### config.mk
export PLATFORM = sky130hd
export DESIGN_NAME = mbpob_resq
export DESIGN_NICKNAME = d
export VERILOG_FILES = /design/src/hdl/market_by_participant_order_book_defines.svh /design/src/hdl/mbpob_pkg.sv /design/src/hdl/mbpob_resq.sv
export SDC_FILE = /design/constraint.sdc
export NUM_CORES = 1
export LEC_CHECK = 0
export CORE_AREA = 2 2 240 242
export DETAILED_ROUTE_END_ITERATION = 10
export DIE_AREA = 0 0 242 244
export DONT_BUFFER_PORTS = 1
export GPL_ROUTABILITY_DRIVEN = 0
export GPL_TIMING_DRIVEN = 0
export PLACE_DENSITY = 0.59
export SLEW_MARGIN = 15
export SYNTH_ARGS = -nofsm -noshare
export SYNTH_HDL_FRONTEND = slang
export SYNTH_SLANG_ARGS = --single-unit
### constraint.sdc
create_clock -name clk -period 24.2 [get_ports clk]
set_clock_uncertainty 0.1 [all_clocks]
set_input_delay 1.21 -clock clk [delete_from_list [all_inputs] [get_ports clk]]
set_output_delay 1.21 -clock clk [all_outputs]
set_load 0.02 [all_outputs]
### src/hdl/market_by_participant_order_book_defines.svh
// Assertion macros for the market-by-participant order book
`ifndef MARKET_BY_PARTICIPANT_ORDER_BOOK_DEFINES_SVH
`define MARKET_BY_PARTICIPANT_ORDER_BOOK_DEFINES_SVH

// Same-cycle implication
`define MBP_ASSERT_NOW(lbl, ck, rn, ante, cons) \
	lbl: assert property (@(posedge ck) disable iff (!rn) (ante) |-> (cons)) \
		else $error("order book assertion failed");

// Next-cycle implication
`define MBP_ASSERT_NEXT(lbl, ck, rn, ante, cons) \
	lbl: assert property (@(posedge ck) disable iff (!rn) (ante) |=> (cons)) \
		else $error("order book assertion failed");

`endif

### src/hdl/mbpob_pkg.sv
// Shared constants, codes and types of the order book
package mbpob_pkg;

	localparam int SYMBOLS   = 16;
	localparam int ENTRIES   = 32;
	localparam int SYM_IDX_W = (SYMBOLS > 1) ? $clog2(SYMBOLS) : 1;
	localparam int ENT_W     = $clog2(ENTRIES);
	localparam int CNT_W     = $clog2(ENTRIES + 1);
	localparam int ADDR_W    = SYM_IDX_W + 1 + ENT_W;
	localparam int SLOTS     = 2 ** ADDR_W;

	localparam logic [1:0] CMD_ADD     = 2'd0;
	localparam logic [1:0] CMD_EXEC    = 2'd1;
	localparam logic [1:0] CMD_CANCEL  = 2'd2;
	localparam logic [1:0] CMD_REPLACE = 2'd3;

	localparam logic [2:0] ST_DONE       = 3'd0;
	localparam logic [2:0] ST_ZERO_PRICE = 3'd1;
	localparam logic [2:0] ST_ZERO_QTY   = 3'd2;
	localparam logic [2:0] ST_NOT_FOUND  = 3'd3;
	localparam logic [2:0] ST_FULL       = 3'd4;

	localparam logic [1:0] TICK_FLAT = 2'd0;
	localparam logic [1:0] TICK_UP   = 2'd1;
	localparam logic [1:0] TICK_DOWN = 2'd2;

	typedef struct packed {
		logic [1:0]  command;
		logic [3:0]  symbol;
		logic        side;
		logic [31:0] price;
		logic [31:0] quantity;
		logic [31:0] participant;
		logic [31:0] old_price;
		logic [31:0] old_quantity;
		logic        skip;
		logic        oor;
		logic [2:0]  pre_status;
	} cmd_t;

	typedef struct packed {
		logic [2:0]  status;
		logic [3:0]  book_symbol;
		logic [5:0]  bid_entries;
		logic [5:0]  ask_entries;
		logic [31:0] last_price;
		logic [31:0] open_price;
		logic [31:0] high_price;
		logic [31:0] low_price;
		logic [1:0]  tick;
		logic [31:0] trade_count;
		logic [63:0] total_volume;
		logic [63:0] notional_sum;
	} res_t;

	typedef struct packed {
		logic [31:0] price;
		logic [31:0] who;
		logic [31:0] qty;
		logic [15:0] orders;
	} entry_t;

endpackage

### src/hdl/mbpob_resq.sv
// Result queue between the engine and the result port
module mbpob_resq import mbpob_pkg::*; (
	input  logic clk,
	input  logic arst_n,
	input  logic res_push,
	input  res_t res_data,
	output logic res_full,
	output logic empty,
	input  logic pop,
	output res_t head
);

	res_t       slot_q [2];
	logic       wp_q, rp_q;
	logic [1:0] cnt_q;
	logic       wr, rd;

	assign res_full = cnt_q == 2'd2;
	assign empty    = cnt_q == 2'd0;
	assign head     = slot_q[rp_q];
	assign wr       = res_push && !res_full;
	assign rd       = pop && !empty;

	always_ff @(posedge clk) begin
		if (wr) begin
			slot_q[wp_q] <= res_data;
		end
	end

	always_ff @(posedge clk or negedge arst_n) begin
		if (!arst_n) begin
			wp_q  <= 1'b0;
			rp_q  <= 1'b0;
			cnt_q <= 2'd0;
		end else begin
			if (wr) begin
				wp_q <= !wp_q;
			end
			if (rd) begin
				rp_q <= !rp_q;
			end
			cnt_q <= cnt_q + 2'(wr) - 2'(rd);
		end
	end

endmodule

==> run summary <==
The run finished with clean final reports. Setup violations remaining at the end of the flow were counted as 0. The number of instances in the synthesized netlist came out at 979.

In this design, the critical path's most frequently occurring cell is sky130_fd_sc_hd__buf_6. During placement, the flow inserted port buffers numbering 0. Setup slack of the worst register-to-register path: 21.34 ns. The tree is rooted in a sky130_fd_sc_hd__clkbuf_16. The critical path endpoint category was a primary output. Prior to clock tree synthesis, the placed netlist has a worst setup slack of 20.64 ns. The final-report max-slew violation count is 0, and the area overhead of the layout relative to synthesis is 14.3%. The critical path goes through buf_6, buf_6, mux2_2. The wire length of the first global-routing pass was 68500 um; the number of global-route vias before repair was 9857. The share of post-route cells with drive strength above 1 works out to 39.9%. For this design the static power due to leakage is 8.34 nW. The run gives 40.3% as the effective utilization at floorplan.

The biggest fanout along the worst timing path was 10; the area enclosed by the die boundary was 59000 um2. By area the synthesized netlist is led by sky130_fd_sc_hd__edfxtp_1, sky130_fd_sc_hd__mux2_2, sky130_fd_sc_hd__buf_6. The run gives 0 as the total inserted antenna cells. Measured along the y axis, the die boundary spans 244 um. Entering global routing, the biggest net connects 55 pins.

After detailed routing, the number of remaining DRC violations is 0. The count of fill cells added during filler insertion is 4701. The critical setup path kind was flop to primary output. Timing would allow up to 0.304 GHz. The number of hold violations in the final report was 0; the average cell area after synthesis was 23.1 um2.

Final worst-path cycle share: 13.6%. For this design, the CTS-stage hold fixing added 0 buffers. At the end of the flow, the number of nets in the layout was 1376. Class of the worst hold path: input pin to asynchronous set/reset pin.

Setup repair after global routing left no endpoint under its margin. The run gives 9258 as the via count. Yosys mapped a number of flops with a built-in enable equal to 618. The pre-antenna-repair detailed-routing pass consisted of 6 iterations. Library cell with the largest summed area after synthesis: sky130_fd_sc_hd__edfxtp_1. Once the clock tree was built, the setup fixing pass inserted 0 buffers. The floorplan has 87 rows. STA classifies the critical path startpoint as a flop.

Source-to-sink clock delay at the later pin of the worst-skew pair: 0.60 ns. Cell type group with the largest total delay on the critical path: multiplexers. Fraction of registers with async set or reset after synthesis: 0.643%. Worst path setup slack after routing: 20.92 ns.

The detail-routed net length per standard cell was 26.1 um. The slowest stage of the critical path belongs to the cell sky130_fd_sc_hd__mux2_2. The required time reported for the critical path endpoint is 22.89 ns, and the number of sinks handled by clock tree synthesis is 622. The maximum level of the CTS H-tree came out at 2.

The run gives 0 as the number of antenna-violating nets in the routed design. At the worst endpoint, the arrival time is 1.97 ns. Aggregate global routing overflow: 0. Wires add up to 48500 um.

The number of nets handed over by synthesis was 1294. In the final timing run, aggregate negative setup slack is 0 ns. In the routed layout, each cell is associated on average with a via count of 4.98. Power comes to 3.50 mW.

The cell with the most instances after synthesis was sky130_fd_sc_hd__edfxtp_1. The synthesized design contains 622 register bits. The clock slew seen by the registers of the worst setup and hold paths works out to 0.06 ns.

TritonCTS built the clock tree. The primary flip-flop cell chosen by synthesis mapping was sky130_fd_sc_hd__edfxtp_1. Measured against its own limit, the worst slew margin works out to 63.3%. The critical path's largest stage delay came out at 0.46 ns. The tool flagged a number of max-cap violations equal to 0. The worst path in the final design needs a cycle of 3.28 ns, including I/O delays and setup. 624 I/O pins were placed. For the maximum ir drop on the vdd rail, the log shows 0.0000778 V. Once detailed placement completed, the half-perimeter wirelength came to 35400 um.

The width of the die is 242 um, and the area of the core region is 56200 um2. The run gives 15.9% as the global-route usage over all layers. The tools report the number of antenna violations at the first check in global routing as 2.

The count of warnings emitted by yosys was 0. The number of buffers inserted during clock tree synthesis is 61. The number of gates resized after CTS was 0.

Summing every instance area after synthesis gives 22600 um2. The buffer levels on the longest clock path came out at 3. For the DRC violation total after the first TritonRoute iteration, the log shows 469.

By count the netlist is led by sky130_fd_sc_hd__edfxtp_1, sky130_fd_sc_hd__mux2_2, sky130_fd_sc_hd__buf_6, sky130_fd_sc_hd__dfrtp_1, sky130_fd_sc_hd__xnor2_1. Summing the sequential cell areas from Yosys gives 82.5% of the chip area. For this design the ratio of total power to cell area is 135 nW/um2. The top cell type by area accounts for 82.1% of the synthesized area. The buffers plus inverters on the worst setup path came out at 2.

The number of different library cells used by synthesis comes to 14. The transition time at the pin with the least slew margin came out at 0.549 ns.
-- flip-flops by register name, summed over array words and instances, names as in the netlist --
| signal | count |
|---|---|
| wp_q | 1 |
| cnt_q | 2 |
| slot_q | 618 |
| rp_q | 1 |
-- power by group --
group | internal, mW | switching [mW] | leakage (nW) | total [mW]
sequential | 1.47 | 0.0464 | 5.78 | 1.51
clock | 0.502 | 0.376 | 0.899 | 0.878
combinational | 0.366 | 0.739 | 1.66 | 1.10
total | 2.34 | 1.16 | 8.34 | 3.50
-- final cells by class --
class,instances,area (um2),area share (%)
flip-flops and latches,622,18700,72.2
clock inverters,31,265,1.03
clock buffers,75,1580,6.11
inverters,2,7.51,0.0290
multi-input cells,321,3580,13.9
plain buffers,34,377,1.46
well taps,756,946,3.66
repair buffers,19,440,1.70
-- kinds of logic (layout without fill, tap and decap cells) --
family | Yosys count | in the layout | synth area share (%)
DFF | 622 | 622 | 82.5
muxes | 309 | 309 | 15.4
buffers and inverters | 36 | 161 | 1.70
and+or+nand+nor | 6 | 6 | 0.133
xor gates and xnor gates | 4 | 4 | 0.155
adders and majority gates | 2 | 2 | 0.111
-- cells in the final DEF, fill, tap and decap left out, types with 7 or more instances in the layout --
cell type                   netlist  final
sky130_fd_sc_hd__edfxtp_1       618    618
sky130_fd_sc_hd__mux2_2         309    309
sky130_fd_sc_hd__clkbuf_16        0     61
sky130_fd_sc_hd__buf_6           33     33
sky130_fd_sc_hd__clkinv_1         0     15
sky130_fd_sc_hd__clkbuf_1         0     14
sky130_fd_sc_hd__buf_12           0     11
sky130_fd_sc_hd__buf_16           0      8
sky130_fd_sc_hd__clkinv_2         0      7
-- worst reg2reg max path: stages (launching register included) --
cell and delay (ns):
sky130_fd_sc_hd__dfrtp_1 0.41, sky130_fd_sc_hd__nand2b_1 0.13, sky130_fd_sc_hd__nand2_1 0.15, sky130_fd_sc_hd__nor2_4 0.46
sky130_fd_sc_hd__buf_16 0.24, sky130_fd_sc_hd__buf_16 0.20, sky130_fd_sc_hd__buf_12 0.21, sky130_fd_sc_hd__buf_12 0.22
sky130_fd_sc_hd__buf_12 0.21, sky130_fd_sc_hd__buf_12 0.23
-- stage by stage --
step / hold WS, ns / area [um2] / util, % / instances
finish: 0.199 / 25900 / 46.0 / 1860
global route: 0.154 / 25900 / 46.0 / 1860
CTS: 0.148 / 25900 / 46.0 / 1860
detailed placement: 0.404 / 24000 / 42.7 / 1754
global placement: 0.380 / 23600 / 41.9 / 1735
floorplan: 0.361 / 22600 / - / 979
-- final timing paths --
kind / startpoint / to / depth (start not counted)
max reg2reg: cnt_q[1]$_DFF_PN0_ / slot_q[0][163]$_DFFE_PP_ / 9
min: arst_n / cnt_q[1]$_DFF_PN0_ / 0
min in group clk: cnt_q[1]$_DFF_PN0_ / cnt_q[1]$_DFF_PN0_ / 1
max: rp_q$_DFFE_PN0P_ / head[64] / 3
min reg2reg: cnt_q[1]$_DFF_PN0_ / cnt_q[1]$_DFF_PN0_ / 1
max in group asynchronous: arst_n / rp_q$_DFFE_PN0P_ / 0
-- per-layer routing --
| metal | track usage [%] | vias to the layer above | share of wire (%) |
|---|---|---|---|
| li1 | - | 4087 | - |
| met1 | 15.8 | 4717 | 33 |
| met2 | 28.9 | 369 | 54 |
| met3 | 7.68 | 81 | 10 |
| met4 | 5.30 | 4 | 2.7 |
| met5 | 0 | - | 0.068 |
No activity file was read; power rests on OpenSTA's default activity.
