===== config.mk =====
export PLATFORM = sky130hd
export DESIGN_NAME = mbpob_front
export DESIGN_NICKNAME = d
export VERILOG_FILES = /design/src/hdl/market_by_participant_order_book_defines.svh /design/src/hdl/mbpob_pkg.sv /design/src/hdl/mbpob_front.sv
export SDC_FILE = /design/constraint.sdc
export NUM_CORES = 1
export LEC_CHECK = 0
export BUFFER_PORTS_ARGS = -buffer_cell sky130_fd_sc_hd__buf_2
export CORE_MARGIN = 2
export CORE_UTILIZATION = 56
export DETAILED_ROUTE_END_ITERATION = 6
export PLACE_DENSITY = 0.85
export SYNTH_ARGS = -nofsm -noshare
export SYNTH_HDL_FRONTEND = slang
export SYNTH_SLANG_ARGS = --single-unit

===== constraint.sdc =====
create_clock -name clk -period 17.9 [get_ports clk]
set_clock_uncertainty 0.1 [all_clocks]
set_input_delay 3.58 -clock clk [delete_from_list [all_inputs] [get_ports clk]]
set_output_delay 3.58 -clock clk [all_outputs]
set_load 0.03 [all_outputs]

===== src/hdl/market_by_participant_order_book_defines.svh =====
// Assertion macros for the market-by-participant order book
`ifndef MARKET_BY_PARTICIPANT_ORDER_BOOK_DEFINES_SVH
`define MARKET_BY_PARTICIPANT_ORDER_BOOK_DEFINES_SVH

// Same-cycle implication
`define MBP_ASSERT_NOW(lbl, ck, rn, ante, cons) \
	lbl: assert property (@(posedge ck) disable iff (!rn) (ante) |-> (cons)) \
		else $error("order book assertion failed");

// Next-cycle implication
`define MBP_ASSERT_NEXT(lbl, ck, rn, ante, cons) \
	lbl: assert property (@(posedge ck) disable iff (!rn) (ante) |=> (cons)) \
		else $error("order book assertion failed");

`endif


===== src/hdl/mbpob_pkg.sv =====
// Shared constants, codes and types of the order book
package mbpob_pkg;

	localparam int SYMBOLS   = 16;
	localparam int ENTRIES   = 32;
	localparam int SYM_IDX_W = (SYMBOLS > 1) ? $clog2(SYMBOLS) : 1;
	localparam int ENT_W     = $clog2(ENTRIES);
	localparam int CNT_W     = $clog2(ENTRIES + 1);
	localparam int ADDR_W    = SYM_IDX_W + 1 + ENT_W;
	localparam int SLOTS     = 2 ** ADDR_W;

	localparam logic [1:0] CMD_ADD     = 2'd0;
	localparam logic [1:0] CMD_EXEC    = 2'd1;
	localparam logic [1:0] CMD_CANCEL  = 2'd2;
	localparam logic [1:0] CMD_REPLACE = 2'd3;

	localparam logic [2:0] ST_DONE       = 3'd0;
	localparam logic [2:0] ST_ZERO_PRICE = 3'd1;
	localparam logic [2:0] ST_ZERO_QTY   = 3'd2;
	localparam logic [2:0] ST_NOT_FOUND  = 3'd3;
	localparam logic [2:0] ST_FULL       = 3'd4;

	localparam logic [1:0] TICK_FLAT = 2'd0;
	localparam logic [1:0] TICK_UP   = 2'd1;
	localparam logic [1:0] TICK_DOWN = 2'd2;

	typedef struct packed {
		logic [1:0]  command;
		logic [3:0]  symbol;
		logic        side;
		logic [31:0] price;
		logic [31:0] quantity;
		logic [31:0] participant;
		logic [31:0] old_price;
		logic [31:0] old_quantity;
		logic        skip;
		logic        oor;
		logic [2:0]  pre_status;
	} cmd_t;

	typedef struct packed {
		logic [2:0]  status;
		logic [3:0]  book_symbol;
		logic [5:0]  bid_entries;
		logic [5:0]  ask_entries;
		logic [31:0] last_price;
		logic [31:0] open_price;
		logic [31:0] high_price;
		logic [31:0] low_price;
		logic [1:0]  tick;
		logic [31:0] trade_count;
		logic [63:0] total_volume;
		logic [63:0] notional_sum;
	} res_t;

	typedef struct packed {
		logic [31:0] price;
		logic [31:0] who;
		logic [31:0] qty;
		logic [15:0] orders;
	} entry_t;

endpackage


===== src/hdl/mbpob_front.sv =====
// Front end: classifies incoming messages and queues them for the engine
module mbpob_front import mbpob_pkg::*; (
	input  logic        clk,
	input  logic        arst_n,
	input  logic        push,
	output logic        full,
	input  logic [1:0]  command,
	input  logic [3:0]  symbol,
	input  logic        side,
	input  logic [31:0] price,
	input  logic [31:0] quantity,
	input  logic [31:0] participant,
	input  logic [31:0] old_price,
	input  logic [31:0] old_quantity,
	output logic        q_empty,
	input  logic        q_pop,
	output cmd_t        q_head
);

	cmd_t       slot_q [2];
	logic       wp_q, rp_q;
	logic [1:0] cnt_q;
	cmd_t       cls;
	logic       wr, rd;

	always_comb begin
		cls.command      = command;
		cls.symbol       = symbol;
		cls.side         = side;
		cls.price        = price;
		cls.quantity     = quantity;
		cls.participant  = participant;
		cls.old_price    = old_price;
		cls.old_quantity = old_quantity;
		cls.oor          = int'(symbol) >= SYMBOLS;
		cls.skip         = cls.oor || (price == '0) ||
			((command == CMD_ADD) && (quantity == '0));
		if (cls.oor) begin
			cls.pre_status = ST_NOT_FOUND;
		end else if (price == '0) begin
			cls.pre_status = ST_ZERO_PRICE;
		end else begin
			cls.pre_status = ST_ZERO_QTY;
		end
	end

	assign full    = cnt_q == 2'd2;
	assign q_empty = cnt_q == 2'd0;
	assign q_head  = slot_q[rp_q];
	assign wr      = push && !full;
	assign rd      = q_pop && !q_empty;

	always_ff @(posedge clk) begin
		if (wr) begin
			slot_q[wp_q] <= cls;
		end
	end

	always_ff @(posedge clk or negedge arst_n) begin
		if (!arst_n) begin
			wp_q  <= 1'b0;
			rp_q  <= 1'b0;
			cnt_q <= 2'd0;
		end else begin
			if (wr) begin
				wp_q <= !wp_q;
			end
			if (rd) begin
				rp_q <= !rp_q;
			end
			cnt_q <= cnt_q + 2'(wr) - 2'(rd);
		end
	end

endmodule


==> results of run 1 <==
logic make-up after synthesis:
logic type	synth area share
adder cells (fa/ha/maj)	0.00199
flip-flops	0.819
AND/OR/NAND/NOR	0.0134
buffers and inverters	0.00945
AO/OA/AOI/OAI	0.000397
multiplexers	0.152
XOR/XNOR	0.00279
other	0.000298
critical path, cell delays in order (launching register included):
cell,delay [ns]
dfrtp_4,0.87
buf_4,0.78
mux2_2,0.43
buf_2,0.18
placed cells by master, fill, tap and decap left out, drive strengths merged:
cell type and n:
and3 1, buf 347, bufinv 3, clkbuf 47
clkinv 7, conb 2, dfrtp 4, diode 4
edfxtp 340, ha 2, inv 4, mux2 170
nand2 1, nand2b 1, nand3 1, nand4 3
nor2 2, nor2b 1, nor4 15, o21ai 1
or2 1, or4 2, xnor2 3, xor2 1
registers in the layout (all words and copies together) (netlist names):
name	cells
cnt_q	2
rp_q	1
slot_q	340
wp_q	1
path summary, 6_finish.rpt:
check                                   startpoint                        to  slack (ns)  depth (start not counted)
min in group asynchronous                   arst_n        cnt_q[0]$_DFF_PN0_        2.79                          1
worst min register to register  cnt_q[0]$_DFF_PN0_        cnt_q[0]$_DFF_PN0_        0.42                          1
worst min-delay path            cnt_q[0]$_DFF_PN0_        cnt_q[0]$_DFF_PN0_        0.42                          1
max in group asynchronous                   arst_n          rp_q$_DFFE_PN0P_       14.78                          1
worst max register to register  cnt_q[1]$_DFF_PN0_  slot_q[1][126]$_DFFE_PP_       15.43                          3
worst max-delay path              rp_q$_DFFE_PN0P_               q_head[146]       11.45                          3
area by class of cell:
class | count | area [um^2]
antenna | 4 | 10.0
multi-input combinational | 207 | 2170
sequential | 344 | 10300
fill | 1325 | 6250
clock buffer | 47 | 963
tap | 280 | 350
inverter | 3 | 11.3
timing repair buffer | 347 | 1760
clock inverter | 11 | 129
cells in the mapped netlist, drive strengths merged:
library cell / count / area share
and3: 1 / 0.00050
buf: 19 / 0.0080
clkbuf: 2 / 0.00060
conb: 1 / 0.00030
dfrtp: 4 / 0.0080
edfxtp: 340 / 0.81
ha: 2 / 0.0020
inv: 3 / 0.00090
mux2: 170 / 0.15
nand2: 1 / 0.00030
nand2b: 1 / 0.00050
nand3: 1 / 0.00040
nand4: 3 / 0.0015
nor2: 2 / 0.00060
nor2b: 1 / 0.00050
nor4: 15 / 0.0075
o21ai: 1 / 0.00040
or2: 1 / 0.00050
or4: 2 / 0.0012
xnor2: 3 / 0.0021
xor2: 1 / 0.00070
metal layers:
| layer | GRT usage | vias up | share of wire |
|---|---|---|---|
| met5 | 0 | - | 0 |
| li1 | - | 3033 | - |
| met2 | 0.383 | 354 | 0.52 |
| met1 | 0.234 | 3335 | 0.36 |
| met4 | 0.0690 | 0 | 0.022 |
| met3 | 0.0716 | 48 | 0.10 |
through the flow:
step / worst slack [ns] / cell area (um^2) / utilization / instances / total power, mW
2_1_floorplan: 6.37 / 12600 / - / 575 / 1.93
3_3_place_gp: 11.87 / 14600 / 0.665 / 1181 / 2.16
3_5_place_dp: 11.88 / 14600 / 0.665 / 1181 / 2.18
4_1_cts: 11.36 / 15700 / 0.715 / 1239 / 2.88
5_1_grt: 11.28 / 15700 / 0.715 / 1242 / 2.96
6_report: 11.45 / 15700 / 0.715 / 1243 / 2.85
where the power goes:
part,switching (mW),internal [mW],total (mW)
clock,0.274,0.419,0.694
combinational,0.666,0.326,0.991
sequential,0.0634,1.10,1.17
total,1.00,1.85,2.85
==> impl_metrics.tcl, run 1 <==
set metrics [dict create \
    status "complete, no violations" \
    ant_nets 0 \
    clk_pin_slew_ns 0.06 \
    rows 54 \
    grt_max_degree 171 \
    ys_ff_latch 344 \
    first_pass_iters 4 \
    cts_tree "built" \
    max_slew_margin 0.338 \
    dieHeight_um 154 \
    die_x_um 154 \
    endpoint_kind "output port" \
    antenna_found_initial 4 \
    cts_buffers 35 \
    drc 0 \
    grt_pass1_wl_um 38300 \
    port-buffer-count 342 \
    holdCritPathClass "flop to flop" \
    grt_pass1_vias 7226 \
    synth_cell_types 22 \
    syn_area_per_cell_um2 21.9 \
    cap_violations 0 \
    p_per_area_nw_per_um2 182 \
    start_util 0.573 \
    cp.arrival_ns 2.77 \
    cts.repair.resized 0 \
    synthesis.area_um2 12600 \
    finalSetupTns_ns 0 \
    timing.fmax_mhz 155 \
    io_pins 345 \
    dp_hpwl_um 16800 \
    nNetsFinal 1111 \
    syn_inst 574 \
    ys_seq_area_frac 0.819 \
    routed_wl_um 25900 \
    fp.coreArea_um2 22000 \
    slew_viol_final 0 \
    drive_gt1_frac 0.589 \
    clk_latency_ns 0.48 \
    ir_worst_vdd_mv 0.128 \
    grt_overflow 0 \
    drt_iter0_markers 428 \
    yosysWarnings 0 \
    critical_path_class "flop to output port" \
    grt_usage 0.211 \
    timing.hold.ws_ns 0.417 \
    power.leakage_nw 5.86 \
    vias_per_cell 5.45 \
    htreeDepth 2 \
    finalSetupViolations 0 \
    hold_violations 0 \
    routedWlPerCell_um 20.8 \
    gp_congestion 0.782 \
    worstPathRequired_ns 14.22 \
    cts_num_sinks 344 \
    grt_setup_unrepaired "false" \
    tightest_slew_ns 0.993 \
    period_share 0.361 \
    fin_crit_ns 6.45 \
    start_kind "flop" \
    postCtsSetupBuffers 0 \
    area_delta_synth_final_pct 24.9 \
    cts_root_buf "clkbuf_16" \
    cp_max_fo 64 \
    clk_path_buf_depth 3 \
    cts_hold_repair.buffers 0 \
    dieArea_um2 23700 \
    via_count 6770 \
]
(Power assumes the default switching activity.)
==> run 2: changes to the inputs <==
Settings changed: CORE_UTILIZATION 56 to 52, PLACE_DENSITY 0.85 to 0.79.
Clock period 17.9 ns to 5.98 ns, I/O delays scaled along.
==> run 2 against run 1 <==
Effect of this change: sequential power increased to 3.0 times the previous value; global-route usage decreased by 1.5 points; die area increased by 7.5%; clock-buffer cell count increased by 1; first-iteration DRC count increased by 28%; hold slack got worse by 0.021 ns; critical path depth unchanged; via count decreased by 0.95%; sequential cell count unchanged; largest cell class unchanged; largest power group unchanged.
==> impl_metrics.tcl, run 2 (same netlist as run 1, synthesis figures left out) <==
set metrics [dict create \
    largestRegisters "slot_q (340), cnt_q (2)" \
    cts_hold_repair.buffers 0 \
    timing.fmax_mhz 256 \
    clk_path_buf_depth 3 \
    routed_wl_um 25500 \
    dieHeight_um 160 \
    grt_overflow 0 \
    area_delta_synth_final_pct 25.5 \
    worstPathRequired_ns 4.68 \
    finalSetupViolations 0 \
    final_cell_mix "342 x buf_2, 340 x edfxtp_1, 170 x mux2_2, 37 x clkbuf_16, 15 x nor4_1" \
    first_pass_iters 5 \
    p_per_area_nw_per_um2 542 \
    slew_viol_final 0 \
    die_x_um 160 \
    via_count 6706 \
    period_share 0.654 \
    drive_gt1_frac 0.588 \
    cap_violations 0 \
    grt_pass1_vias 7087 \
    holdCritPathClass "primary input to async pin" \
    rr_startpoint "cnt_q[1]$_DFF_PN0_" \
    tightest_slew_ns 0.991 \
    start_kind "flop" \
    cp_max_fo 88 \
    endpoint_kind "output port" \
    grt_setup_unrepaired "false" \
    ant_nets 0 \
    clk_latency_ns 0.49 \
    start_util 0.533 \
    antenna_found_initial 5 \
    clk_pin_slew_ns 0.06 \
    cts_num_sinks 344 \
    dieArea_um2 25500 \
    cts.repair.resized 0 \
    cts_tree "built" \
    worst_slack_ns 2.07 \
    fill_cells 1546 \
    hold_violations 0 \
    crit_start "rp_q$_DFFE_PN0P_" \
    routedWlPerCell_um 19.8 \
    rows 56 \
    status "complete, no violations" \
    dp_hpwl_um 16500 \
    drc 0 \
    grt_max_degree 171 \
    grt_usage 0.196 \
    critical_path_class "flop to output port" \
    final_common_cell "buf_2" \
    p_total_mw 8.56 \
    cts_buffers 35 \
    cts_root_buf "clkbuf_16" \
    grt_pass1_wl_um 38500 \
    cp.arrival_ns 2.62 \
    fp.coreArea_um2 23600 \
    ir_worst_vdd_mv 0.321 \
    vias_per_cell 5.22 \
    largest_register_ff_count 340 \
    gp_congestion 0.768 \
    place_ws_ns 2.61 \
    top_register "slot_q" \
    max_slew_margin 0.339 \
    rrSetupSlack_ns 3.77 \
    fin_crit_ns 3.91 \
    io_pins 345 \
    drt_iter0_markers 548 \
    port-buffer-count 342 \
    final_core_util 0.669 \
    finalSetupTns_ns 0 \
    timing.hold.ws_ns 0.396 \
    nNetsFinal 1111 \
    htreeDepth 2 \
    postCtsSetupBuffers 0 \
    power.leakage_nw 5.87 \
]
-- run 2: final cells by class --
type	count	area, um^2	area share
Sequential cell	344	10300	0.653
Multi-Input combinational cell	207	2170	0.137
Timing Repair Buffer	347	1790	0.113
Clock buffer	48	967	0.0612
Tap cell	319	399	0.0253
Clock inverter	13	141	0.00895
Inverter	3	11.3	0.000713
Antenna cell	3	7.51	0.000475
-- run 2: final timing paths --
| path | cells after the start | to |
|---|---|---|
| setup / recovery | 3 | q_head[144] |
| hold / removal | 1 | cnt_q[1]$_DFF_PN0_ |
| setup reg to reg | 3 | slot_q[1][102]$_DFFE_PP_ |
| hold reg to reg | 1 | cnt_q[1]$_DFF_PN0_ |
| max in group asynchronous | 1 | rp_q$_DFFE_PN0P_ |
| min in group clk | 1 | cnt_q[1]$_DFF_PN0_ |
-- run 2: worst max-delay path, stage by stage, from the launching register on --
cell     delay (ns)
dfrtp_4        0.92
buf_12         0.41
mux2_2         0.42
buf_2          0.19
-- run 2: metal layers --
layer / share of wire / up-vias / wire length (um) / track usage
met4: 0.022 / 4 / 556 / 0.0603
met3: 0.10 / 49 / 2620 / 0.0703
li1: - / 3035 / - / -
met2: 0.49 / 326 / 12500 / 0.328
met1: 0.39 / 3292 / 9810 / 0.239
met5: 0.0010 / - / 26 / 0
-- run 2: where the power goes --
| part | switching (mW) | total, mW | leakage (nW) | internal [mW] |
|---|---|---|---|---|
| Combinational | 1.98 | 2.97 | 2.13 | 0.989 |
| Clock | 0.831 | 2.09 | 0.540 | 1.26 |
| Sequential | 0.198 | 3.50 | 3.20 | 3.30 |
| Total | 3.01 | 8.56 | 5.87 | 5.55 |
-- run 2: through the flow --
step / std cells / cell area [um^2]
detailed placement: 1220 / 14700
finish: 1284 / 15800
CTS: 1281 / 15800
floorplan: 575 / 12600
global placement: 1220 / 14700
global route: 1283 / 15800
